--- config.mk ---
export PLATFORM = sky130hd
export DESIGN_NAME = life_automaton_stencil_top
export DESIGN_NICKNAME = d
export VERILOG_FILES = /design/src/design/las_pkg.sv /design/src/design/las_cell.sv /design/src/design/las_line_store.sv /design/src/design/las_pos.sv /design/src/design/life_automaton_stencil_top.sv
export VERILOG_INCLUDE_DIRS = /design/src /design/src/design
export SDC_FILE = /design/constraint.sdc
export NUM_CORES = 2
export LEC_CHECK = 0
export BUFFER_PORTS_ARGS = -buffer_cell sky130_fd_sc_hd__buf_2
export CORE_ASPECT_RATIO = 0.8
export CORE_UTILIZATION = 55
export CTS_CLUSTER_DIAMETER = 100
export DETAILED_ROUTE_END_ITERATION = 6
export PLACE_DENSITY = 0.71
export SLEW_MARGIN = 5
export SYNTH_ARGS = -nofsm -noshare
export SYNTH_HDL_FRONTEND = slang
export SYNTH_SLANG_ARGS = --single-unit
--- constraint.sdc ---
create_clock -name clk_i -period 20 [get_ports clk_i]
set_input_delay 4 -clock clk_i [delete_from_list [all_inputs] [get_ports clk_i]]
set_output_delay 4 -clock clk_i [all_outputs]
set_load 0.1 [all_outputs]
--- src/design/life_automaton_stencil_top_assert.svh ---
// ----------------------------------------------------------------------------
// Assertion macros for the life automaton stencil
// Shared concurrent assertion forms, clocked on clk_i and held off in reset.
// ----------------------------------------------------------------------------
`ifndef LIFE_AUTOMATON_STENCIL_TOP_ASSERT_SVH
`define LIFE_AUTOMATON_STENCIL_TOP_ASSERT_SVH

// Condition holds in the same cycle as the trigger
`define LAS_ASSERT_SAME(lbl, trig, cond, msg) \
  lbl: assert property (@(posedge clk_i) disable iff (!rst_ni) (trig) |-> (cond)) \
    else $error(msg);

// Condition holds in the cycle after the trigger
`define LAS_ASSERT_NEXT(lbl, trig, cond, msg) \
  lbl: assert property (@(posedge clk_i) disable iff (!rst_ni) (trig) |=> (cond)) \
    else $error(msg);

`endif

--- src/design/las_pkg.sv ---
// ----------------------------------------------------------------------------
// Life automaton stencil package
// Shared types and constants for the B3/S23 raster stencil.
// ----------------------------------------------------------------------------
package las_pkg;

  // Configuration port
  localparam int unsigned CfgIdxW  = 2;
  localparam int unsigned CfgDataW = 11;
  localparam logic [CfgIdxW-1:0] REG_GRID_WIDTH  = 2'd0;
  localparam logic [CfgIdxW-1:0] REG_GRID_HEIGHT = 2'd1;

  // Grid size after reset, border included
  localparam int unsigned GridRst = 64;

  // One window column: bit 0 two rows up, bit 1 one row up, bit 2 current row
  localparam int unsigned CellW = 3;

  // Stream data width in bits
  localparam int unsigned TdataW = 8;

  // Position flags of the cell being accepted
  typedef struct packed {
    logic border;   // cell lies on the outer ring, forced dead
    logic produce;  // a result is due on this transaction
    logic last;     // result is the final interior cell of the frame
  } las_pos_t;

endpackage

--- src/design/las_cell.sv ---
// ----------------------------------------------------------------------------
// Window column cell
// Holds one 3-cell column of the stencil window and hands it down the chain.
// ----------------------------------------------------------------------------
module las_cell
  import las_pkg::*;
(
  input  logic             clk_i,
  input  logic             shift_i,
  input  logic [CellW-1:0] col_i,
  output logic [CellW-1:0] col_o
);

  logic [CellW-1:0] col_q;

  // Take the neighbor's column on every shift
  always_ff @(posedge clk_i) begin
    if (shift_i) begin
      col_q <= col_i;
    end
  end

  assign col_o = col_q;

endmodule

--- src/design/las_line_store.sv ---
// ----------------------------------------------------------------------------
// Line store
// Two previous rows per column: bit 0 two rows up, bit 1 one row up.
// ----------------------------------------------------------------------------
module las_line_store #(
  parameter int unsigned Depth = 1024,
  parameter int unsigned AddrW = $clog2(Depth)
) (
  input  logic             clk_i,
  input  logic             rd_en_i,
  input  logic [AddrW-1:0] rd_addr_i,
  output logic [1:0]       rd_data_o,
  input  logic             wr_en_i,
  input  logic [AddrW-1:0] wr_addr_i,
  input  logic [1:0]       wr_data_i
);

  logic [1:0] mem_q [Depth];
  logic [1:0] rd_data_q;

  // One write and one registered read per cycle
  always_ff @(posedge clk_i) begin
    if (wr_en_i) begin
      mem_q[wr_addr_i] <= wr_data_i;
    end
    if (rd_en_i) begin
      rd_data_q <= mem_q[rd_addr_i];
    end
  end

  assign rd_data_o = rd_data_q;

endmodule

--- src/design/las_pos.sv ---
// ----------------------------------------------------------------------------
// Raster position tracker
// Grid geometry registers, column/row counters and per-cell position flags.
// ----------------------------------------------------------------------------
module las_pos
  import las_pkg::*;
#(
  parameter int unsigned MAX_WIDTH  = 1024,
  parameter int unsigned MAX_HEIGHT = 1024,
  parameter int unsigned ColW       = $clog2(MAX_WIDTH),
  parameter int unsigned RowW       = $clog2(MAX_HEIGHT)
) (
  input  logic                clk_i,
  input  logic                rst_ni,
  input  logic                cfg_we_i,
  input  logic [CfgIdxW-1:0]  cfg_index_i,
  input  logic [CfgDataW-1:0] cfg_wdata_i,
  input  logic                accept_i,
  output logic [ColW-1:0]     col_o,
  output las_pos_t            info_o
);

  localparam int unsigned ExtW = (ColW + 1 > CfgDataW) ? ColW + 1 : CfgDataW;
  localparam int unsigned ExtH = (RowW + 1 > CfgDataW) ? RowW + 1 : CfgDataW;
  localparam logic [ColW-1:0] WLastRst =
    ColW'(((GridRst > MAX_WIDTH) ? MAX_WIDTH : GridRst) - 1);
  localparam logic [RowW-1:0] HLastRst =
    RowW'(((GridRst > MAX_HEIGHT) ? MAX_HEIGHT : GridRst) - 1);

  logic [ColW-1:0] w_last_q, w_last_d;
  logic [RowW-1:0] h_last_q, h_last_d;
  logic [ColW-1:0] col_q, col_d;
  logic [RowW-1:0] row_q, row_d;
  logic [ColW-1:0] w_last_new;
  logic [RowW-1:0] h_last_new;
  logic [ExtW-1:0] wv;
  logic [ExtH-1:0] hv;
  logic            cfg_hit;
  logic            col_end, row_end;

  assign wv = ExtW'(cfg_wdata_i);
  assign hv = ExtH'(cfg_wdata_i);

  // Clamp written geometry to [3, MAX] and keep the last index
  always_comb begin
    if (wv < ExtW'(3)) begin
      w_last_new = ColW'(2);
    end else if (wv > ExtW'(MAX_WIDTH)) begin
      w_last_new = ColW'(MAX_WIDTH - 1);
    end else begin
      w_last_new = ColW'(wv - ExtW'(1));
    end
    if (hv < ExtH'(3)) begin
      h_last_new = RowW'(2);
    end else if (hv > ExtH'(MAX_HEIGHT)) begin
      h_last_new = RowW'(MAX_HEIGHT - 1);
    end else begin
      h_last_new = RowW'(hv - ExtH'(1));
    end
  end

  assign cfg_hit = cfg_we_i &&
                   ((cfg_index_i == REG_GRID_WIDTH) || (cfg_index_i == REG_GRID_HEIGHT));
  assign col_end = (col_q == w_last_q);
  assign row_end = (row_q == h_last_q);

  // Next geometry and raster position
  always_comb begin
    w_last_d = w_last_q;
    h_last_d = h_last_q;
    col_d    = col_q;
    row_d    = row_q;
    if (cfg_hit) begin
      // Any geometry write restarts the frame
      if (cfg_index_i == REG_GRID_WIDTH) begin
        w_last_d = w_last_new;
      end else begin
        h_last_d = h_last_new;
      end
      col_d = '0;
      row_d = '0;
    end else if (accept_i) begin
      if (col_end) begin
        col_d = '0;
        row_d = row_end ? '0 : row_q + RowW'(1);
      end else begin
        col_d = col_q + ColW'(1);
      end
    end
  end

  always_ff @(posedge clk_i or negedge rst_ni) begin
    if (!rst_ni) begin
      w_last_q <= WLastRst;
      h_last_q <= HLastRst;
      col_q    <= '0;
      row_q    <= '0;
    end else begin
      w_last_q <= w_last_d;
      h_last_q <= h_last_d;
      col_q    <= col_d;
      row_q    <= row_d;
    end
  end

  // Flags for the cell at the current position
  assign col_o          = col_q;
  assign info_o.border  = (row_q == '0) || row_end || (col_q == '0) || col_end;
  assign info_o.produce = (row_q >= RowW'(2)) && (col_q >= ColW'(2));
  assign info_o.last    = row_end && col_end;

endmodule

--- src/design/life_automaton_stencil_top.sv ---
// The result for interior cell (r, c) comes with the transaction of cell (r+1, c+1): that
// cell waits in stage B, and the output register loads the result when the cell leaves it.
// Throughput: one cell per clock while no result is blocked on the output, set by the single line store read per cell.
// Reset: counters restart at the grid origin, geometry is 64 x 64, output empty.
// The line store is not cleared: stale bits are read only in the top two rows, which produce no result.
// ----------------------------------------------------------------------------
// Life automaton stencil top
// One B3/S23 generation over a raster cell stream with a bordered grid.
// ----------------------------------------------------------------------------
`include "life_automaton_stencil_top_assert.svh"

module life_automaton_stencil_top
  import las_pkg::*;
#(
  parameter int unsigned MAX_WIDTH  = 1024,
  parameter int unsigned MAX_HEIGHT = 1024
) (
  input  logic                clk_i,
  input  logic                rst_ni,
  // Configuration write port
  input  logic                cfg_we_i,
  input  logic [CfgIdxW-1:0]  cfg_index_i,
  input  logic [CfgDataW-1:0] cfg_wdata_i,
  // Input cell stream
  input  logic                s_tvalid_i,
  output logic                s_tready_o,
  input  logic [TdataW-1:0]   s_tdata_i,   // [0] cell_alive
  // Result stream
  output logic                m_tvalid_o,
  input  logic                m_tready_i,
  output logic [TdataW-1:0]   m_tdata_o,   // [0] next_alive
  output logic                m_tlast_o    // last_cell
);

  localparam int unsigned ColW    = $clog2(MAX_WIDTH);
  localparam int unsigned WinHist = 2;   // stored columns of the 3-wide window

  logic             in_acc;
  logic [ColW-1:0]  col;
  las_pos_t         info;

  // Stage B: accepted cell waiting for its line store data
  logic             valid_b_q;
  logic [ColW-1:0]  col_b_q;
  logic             v_b_q;
  logic             prod_b_q;
  logic             last_b_q;
  logic             b_go;
  logic             out_free;
  logic [1:0]       rdata;
  logic [CellW-1:0] column;
  logic [CellW-1:0] chain_in [WinHist];
  logic [CellW-1:0] win [WinHist];
  logic [3:0]       n_live;
  logic             next_alive;

  // Output register
  logic             m_tvalid_q;
  logic             next_alive_q;
  logic             last_cell_q;

  assign in_acc     = s_tvalid_i && s_tready_o;
  assign out_free   = !m_tvalid_q || m_tready_i;
  assign b_go       = valid_b_q && (!prod_b_q || out_free);
  assign s_tready_o = !valid_b_q || b_go;

  // Position and geometry
  las_pos #(
    .MAX_WIDTH  (MAX_WIDTH),
    .MAX_HEIGHT (MAX_HEIGHT)
  ) u_pos (
    .clk_i       (clk_i),
    .rst_ni      (rst_ni),
    .cfg_we_i    (cfg_we_i),
    .cfg_index_i (cfg_index_i),
    .cfg_wdata_i (cfg_wdata_i),
    .accept_i    (in_acc),
    .col_o       (col),
    .info_o      (info)
  );

  // Row history: read at accept, rewritten when the cell leaves stage B
  las_line_store #(
    .Depth (MAX_WIDTH)
  ) u_line_store (
    .clk_i     (clk_i),
    .rd_en_i   (in_acc),
    .rd_addr_i (col),
    .rd_data_o (rdata),
    .wr_en_i   (b_go),
    .wr_addr_i (col_b_q),
    .wr_data_i ({v_b_q, rdata[1]})
  );

  // Stage B control
  always_ff @(posedge clk_i or negedge rst_ni) begin
    if (!rst_ni) begin
      valid_b_q <= 1'b0;
    end else if (in_acc) begin
      valid_b_q <= 1'b1;
    end else if (b_go) begin
      valid_b_q <= 1'b0;
    end
  end

  // Stage B payload; border cells enter as dead
  always_ff @(posedge clk_i) begin
    if (in_acc) begin
      col_b_q  <= col;
      v_b_q    <= s_tdata_i[0] && !info.border;
      prod_b_q <= info.produce;
      last_b_q <= info.last;
    end
  end

  assign column = {v_b_q, rdata[1], rdata[0]};

  // Window chain: newest column enters cell 0, older columns move along
  for (genvar k = 0; k < WinHist; k++) begin : g_win
    if (k == 0) begin : g_head
      assign chain_in[k] = column;
    end else begin : g_link
      assign chain_in[k] = win[k-1];
    end
    las_cell u_cell (
      .clk_i   (clk_i),
      .shift_i (b_go),
      .col_i   (chain_in[k]),
      .col_o   (win[k])
    );
  end

  // Neighbor count over the window after this shift; centre is win[0][1]
  assign n_live = 4'(column[0]) + 4'(column[1]) + 4'(column[2])
                + 4'(win[0][0]) + 4'(win[0][2])
                + 4'(win[1][0]) + 4'(win[1][1]) + 4'(win[1][2]);
  assign next_alive = (n_live == 4'd3) || (win[0][1] && (n_live == 4'd2));

  // Output register control
  always_ff @(posedge clk_i or negedge rst_ni) begin
    if (!rst_ni) begin
      m_tvalid_q <= 1'b0;
    end else if (b_go && prod_b_q) begin
      m_tvalid_q <= 1'b1;
    end else if (m_tready_i) begin
      m_tvalid_q <= 1'b0;
    end
  end

  always_ff @(posedge clk_i) begin
    if (b_go && prod_b_q) begin
      next_alive_q <= next_alive;
      last_cell_q  <= last_b_q;
    end
  end

  assign m_tvalid_o = m_tvalid_q;
  assign m_tdata_o  = {{(TdataW-1){1'b0}}, next_alive_q};
  assign m_tlast_o  = last_cell_q;

  // Assertions
  `LAS_ASSERT_SAME(ast_stall_blocks_input, valid_b_q && prod_b_q && m_tvalid_o && !m_tready_i, !s_tready_o, "input taken while a result is blocked")
  `LAS_ASSERT_SAME(ast_last_has_result, valid_b_q && last_b_q, prod_b_q, "last cell flagged without a result")
  `LAS_ASSERT_NEXT(ast_result_reaches_output, b_go && prod_b_q, m_tvalid_o, "result not loaded into output register")

endmodule

# Word level (Yosys, flattened, before mapping)
# Memory sizes are Yosys's and may differ from the RTL's. A register that Yosys moved wholly into a read port is not among the register bits.
# Index checks and enable logic that the tools add are counted.
# Widths: inputs -> output; s select.
# word_totals
register_bits	63
mem_bits_rw	2048
input_bits	26
output_inout_bits	11
memories	1
# classes
add_sub_neg	10
magnitude_cmp	4
eq_ne	5
muxes	15
bitwise	1
n_reduce_logical	30
# mem_list
name	depth	width	rd	rd_clocked_by_memory_dff	write_ports	line_no	text
u_line_store.mem_q	1024	2	1	1	1	las_line_store.sv:18	logic [1:0] mem_q [Depth];
# ops
operator	n
$mux 10	9
$add 10x1->10 const B	2
$eq 10x10->1	2
$ge 10x2->1 const B	2
$logic_not 10->1	2
$add 4x1->4	4
$gt 11x11->1 const B	1
$lt 11x2->1 const B	1
$sub 10x1->10 const B	1
$eq 4x2->1 const B	2
$logic_and 1x1->1	8
$logic_or 1x1->1	8
$reduce_bool 2->1	4
$mux 1	6
$reduce_and 2->1	3
$add 3x1->4	1
$logic_not 1->1	4
$add 2x1->3	1
$add 1x1->2	1
$eq 2x1->1 const B	1
$logic_not 2->1	1
$not 1->1	1

# Logic depth before layout (Yosys ltp)
# logic_depth
word_depth	10
depth_mapped	14
mapped_depth_nobuf	10

# By module
# Synthesis repeated with hierarchy kept, for this count alone.
# hier_totals
hier_cells	5113
area_unflattened_um2	87171.1
# modules_own_cells
mod	n_inst	cells_each	area_per_inst_um2	seq_area_each_um2
las_line_store	1	4793	83777.8	61559.0
las_pos	1	256	2391.0	1016.0
life_automaton_stencil_top	1	58	822.0	500.5
las_cell	2	3	90.1	90.1

# Least setup slack after synthesis
# OpenSTA, ideal clock, no wires.
# synth_timing
path_type	register to register
from	register v_b_q
to	register next_alive_q, data pin
setup_ns	0.256
arrival_time_ns	15.838
slack_ns	3.906
path_stages_with_launch	11
period_less_slack_ns	16.094
path_cell_list	edfxtp_1 inv_1 fa_1 fa_1 fa_1 inv_1 ha_1 fa_1 nand3_1 o21ai_0 o211a_1
# synth_via
elab_chain_cells	9
word_cells_on_any_way	10
cone_classes	6 x add/sub; 2 x eq/ne; 2 x reduce/logical
# synth_rtl
element	line_no	text
start, declared	life_automaton_stencil_top.sv:45	logic v_b_q;
start signal, assigned	life_automaton_stencil_top.sv:110	v_b_q <= s_tdata_i[0] && !info.border;
$add 2x1->3 (*)	life_automaton_stencil_top.sv:134	assign n_live = 4'(column[0]) + 4'(column[1]) + 4'(column[2])
$add 3x1->4 (*)	life_automaton_stencil_top.sv:135	+ 4'(win[0][0]) + 4'(win[0][2])
$add 4x1->4 (*)	life_automaton_stencil_top.sv:135	
$add 4x1->4 (*) (3 in a row)	life_automaton_stencil_top.sv:136	+ 4'(win[1][0]) + 4'(win[1][1]) + 4'(win[1][2]);
$eq 4x2->1	life_automaton_stencil_top.sv:137	assign next_alive = (n_live == 4'd3) || (win[0][1] && (n_live == 4'd2));
$logic_and 1x1->1	life_automaton_stencil_top.sv:137	
$logic_or 1x1->1 (*)	life_automaton_stencil_top.sv:137	
named net next_alive	life_automaton_stencil_top.sv:55	logic next_alive;
end signal, assigned	life_automaton_stencil_top.sv:152	next_alive_q <= next_alive;
end, declared	life_automaton_stencil_top.sv:59	logic next_alive_q;
# Mark *: on every way through the listed nets, which the timed path passes. The rest lies on a longest branch.
# A chain may end at the register's enable or synchronous reset.

# Worst setup path in the final report
# layout_timing
from	input port m_tready_i
to	output port s_tready_o
# layout_via
elab_chain_cells	4
# layout_rtl
element	line_no	text
start, declared	life_automaton_stencil_top.sv:30	input logic m_tready_i,
$logic_or 1x1->1	life_automaton_stencil_top.sv:63	assign out_free = !m_tvalid_q || m_tready_i;
$logic_or 1x1->1	life_automaton_stencil_top.sv:64	assign b_go = valid_b_q && (!prod_b_q || out_free);
$logic_and 1x1->1	life_automaton_stencil_top.sv:64	
$logic_or 1x1->1	life_automaton_stencil_top.sv:65	assign s_tready_o = !valid_b_q || b_go;
end, declared	life_automaton_stencil_top.sv:26	output logic s_tready_o,
# Every way passes these cells.

==> results.py <==
metrics = {
    "global_routing": {
        "first_global_vias": 46800,
        "grt-ovfl-total": 0,
        "grt_pass1_wl_mm": 330,
        "antenna_found_initial": 9,
        "grt_max_degree": 264,
        "grt_use_total": 0.294,
    },
    "die": {
        "fp.dieW_um": 445,
        "rows": 129,
        "start_util": 0.556,
        "die_area_um2": 159000,
        "ios": 37,
        "coreArea_um2": 155000,
        "die_y_um": 356,
    },
    "clock_tree": {
        "cts_tree": "yes",
        "cts.path.max_buffers": 3,
        "postCtsHoldBufs": 0,
        "clock-sinks": 2113,
        "clk_pin_slew_worst_paths_ps": 60,
        "cts_setup_buffers": 0,
        "cts_root_buf": "clkbuf_16",
        "cts-resized-gates": 0,
        "htree_levels": 4,
        "cts_buffers": 188,
        "clk-insertion-delay-late_ps": 840,
    },
    "pwr": {
        "leakage_uw": 0.0283,
        "ir_worst_vdd_uv": 100,
        "power_density_nw_per_um2": 108,
    },
    "yosys": {
        "synth-seq-area-share": 0.732,
        "synth.most_common_cell": "edfxtp_1",
        "synth_edf_count": 2071,
        "ys_ff_latch": 2113,
        "yosysWarnings": 0,
        "synth.largest_area_cell": "edfxtp_1",
        "synth.top_cells.by_count": "edfxtp_1 (2071), nor2_1 (1080), mux4_2 (440)",
        "synth_top_area_frac": 0.720,
        "synthCells": 5043,
        "postSynthAreaPerCell_um2": 17.1,
        "synthesis.area_um2": 86400,
        "yosys_most_used_dff": "edfxtp_1",
        "synth.distinct_cells": 72,
        "async_flop_share": 0.0199,
        "ys_top_cells_by_area": "edfxtp_1 (72%), mux4_2 (11%), nor2_1 (4.7%), a22oi_1 (1.6%), mux2i_1 (1.4%)",
    },
    "setup_path": {
        "crit_top_cell": "buf_2",
        "r2r_end": "u_line_store.rd_data_o[0]",
        "cp.required_ps": 16000,
        "cp_top_family": "buffers and inverters",
        "crit_path_cell_trace": "buf_2, nor2b_1, nand3_1, buf_2",
        "critPathLaunch": "m_tready_i",
        "crit_fanout": 3,
        "crit_arrival_ps": 4720,
        "path_buf_inv": 2,
        "crit_path_start_kind": "input port",
        "slowest_stage": "buf_2",
        "reg2reg_depth": 11,
        "crit_type": "in2out",
        "rrSetupSlack_ps": 12850,
        "r2r_start": "u_pos.col_o[0]",
        "cp-end-kind": "output port",
        "critPathMaxStageDelay_ps": 320,
    },
    "timing": {
        "skew_ps": 26.4,
        "rsz0062_at_grt": "false",
        "whs_ps": 445,
        "slew_viol_final": 2,
        "tns_ps": 0,
        "finalSetupViolations": 0,
        "final.min_clock_period_ps": 8720,
        "slew_headroom": -0.0682,
        "worst_pin_slew_ps": 1580,
        "fmax_ghz": 0.115,
        "min_period_over_period": 0.436,
        "hold_violations": 0,
    },
    "drt": {
        "dr_total_vias": 48200,
        "first_iter_violations": 8188,
        "wl_per_cell_um": 32.1,
        "drt-pass1-iter-count": 7,
        "drt-vias-per-instance": 6.67,
        "drt_wl_total_mm": 232,
        "drc": 0,
        "drtAntennaViolNets": 0,
    },
    "status": {
        "outcome": "finished, violations left",
        "failed_checks": "capacitance limit, slew limit",
    },
    "placement": {
        "place_area_um2": 88400,
        "place.gp.congestion": 0.858,
        "dp_hpwl_mm": 127,
        "port_buffers": 22,
    },
    "hold_path": {
        "min_path_type": "reg2reg",
        "min_from": "last_b_q",
        "holdPathStages": 0,
        "hold_path_end": "m_tlast_o",
    },
    "final_layout": {
        "final_area_um2": 94100,
        "drive_gt1_frac": 0.180,
        "nets": 5024,
        "fill_cells": 11200,
        "area_growth_pct": 8.95,
        "fin_util": 0.606,
    },
    "flow_run": {
        "drv_cap": 1,
    },
}
-- power by group --
group / internal (µW) / switching, µW / leakage [µW]
Sequential: 5130 / 46.2 / 0.0192
Clock: 1860 / 1610 / 0.00281
Combinational: 532 / 980 / 0.00629
-- kinds of logic after synthesis --
logic type | Yosys count | synth area share
simple gates | 1416 | 0.0660
mux | 588 | 0.136
flops | 2113 | 0.732
compound gates | 444 | 0.0358
other cells | 1 | 0.0000434
xor+xnor | 35 | 0.00355
buf+inv | 432 | 0.0239
fa+ha+maj | 14 | 0.00238
-- metal layers --
layer  up-vias  track usage  share of wire
li1      19600            -              -
met1     24800        0.423           0.38
met2      3368        0.434           0.45
met3       487       0.0809           0.14
met4        10        0.110          0.040
met5         -            0        0.00030
-- final cells by class --
cell class | count | area (µm²) | share of cell area
sequential | 2113 | 63300 | 0.672
multi-input combinational | 2504 | 21200 | 0.225
clock buffer | 235 | 4940 | 0.0525
tap | 2096 | 2620 | 0.0279
timing repair buffer | 151 | 1150 | 0.0123
clock inverter | 105 | 803 | 0.00854
inverter | 26 | 97.6 | 0.00104
antenna | 1 | 2.50 | 0.0000266
-- cell usage in the layout (no fill, tap or decap), drive strengths merged, types with 17 or more instances in the layout --
master,count
clkinv,77
and3,20
o22ai,18
nand2,174
mux4,462
dfrtp,30
inv,38
a31oi,17
nand3,32
nor2,1081
edfxtp,2071
o21ai,52
a22oi,189
buf,151
a21oi,70
nor3,22
xor2,23
mux2i,125
clkbuf,235
-- sequential cells by signal (all words and copies together), names as in the netlist --
name	count
u_pos.h_last_q	10
u_pos.col_o	10
m_tvalid_o	1
u_pos.w_last_q	10
v_b_q	1
u_line_store.mem_q	2048
col_b_q	10
g_win.u_cell.col_o	6
u_pos.row_q	10
last_b_q	1
prod_b_q	1
next_alive_q	1
valid_b_q	1
m_tlast_o	1
u_line_store.rd_data_o	2
-- worst max-delay path by stage --
stage          slack (ps)  depth (start not counted)            to
2_1_floorplan        3910                         10  next_alive_q
4_1_cts             11280                          4    s_tready_o
3_3_place_gp        11290                          4    s_tready_o
6_report            11280                          4    s_tready_o
5_1_grt             11230                          4    s_tready_o
3_5_place_dp        11290                          4    s_tready_o
-- stage by stage --
stage | total power [µW] | std cells | worst slack, ps
after floorplan | 6560 | 5049 | 3910
after global placement | 6750 | 6890 | 11290
after detailed placement | 6760 | 6890 | 11290
after CTS | 10200 | 7230 | 11280
after global routing | 10400 | 7230 | 11230
final | 10200 | 7231 | 11280
Power figures use the tool's default switching activity.
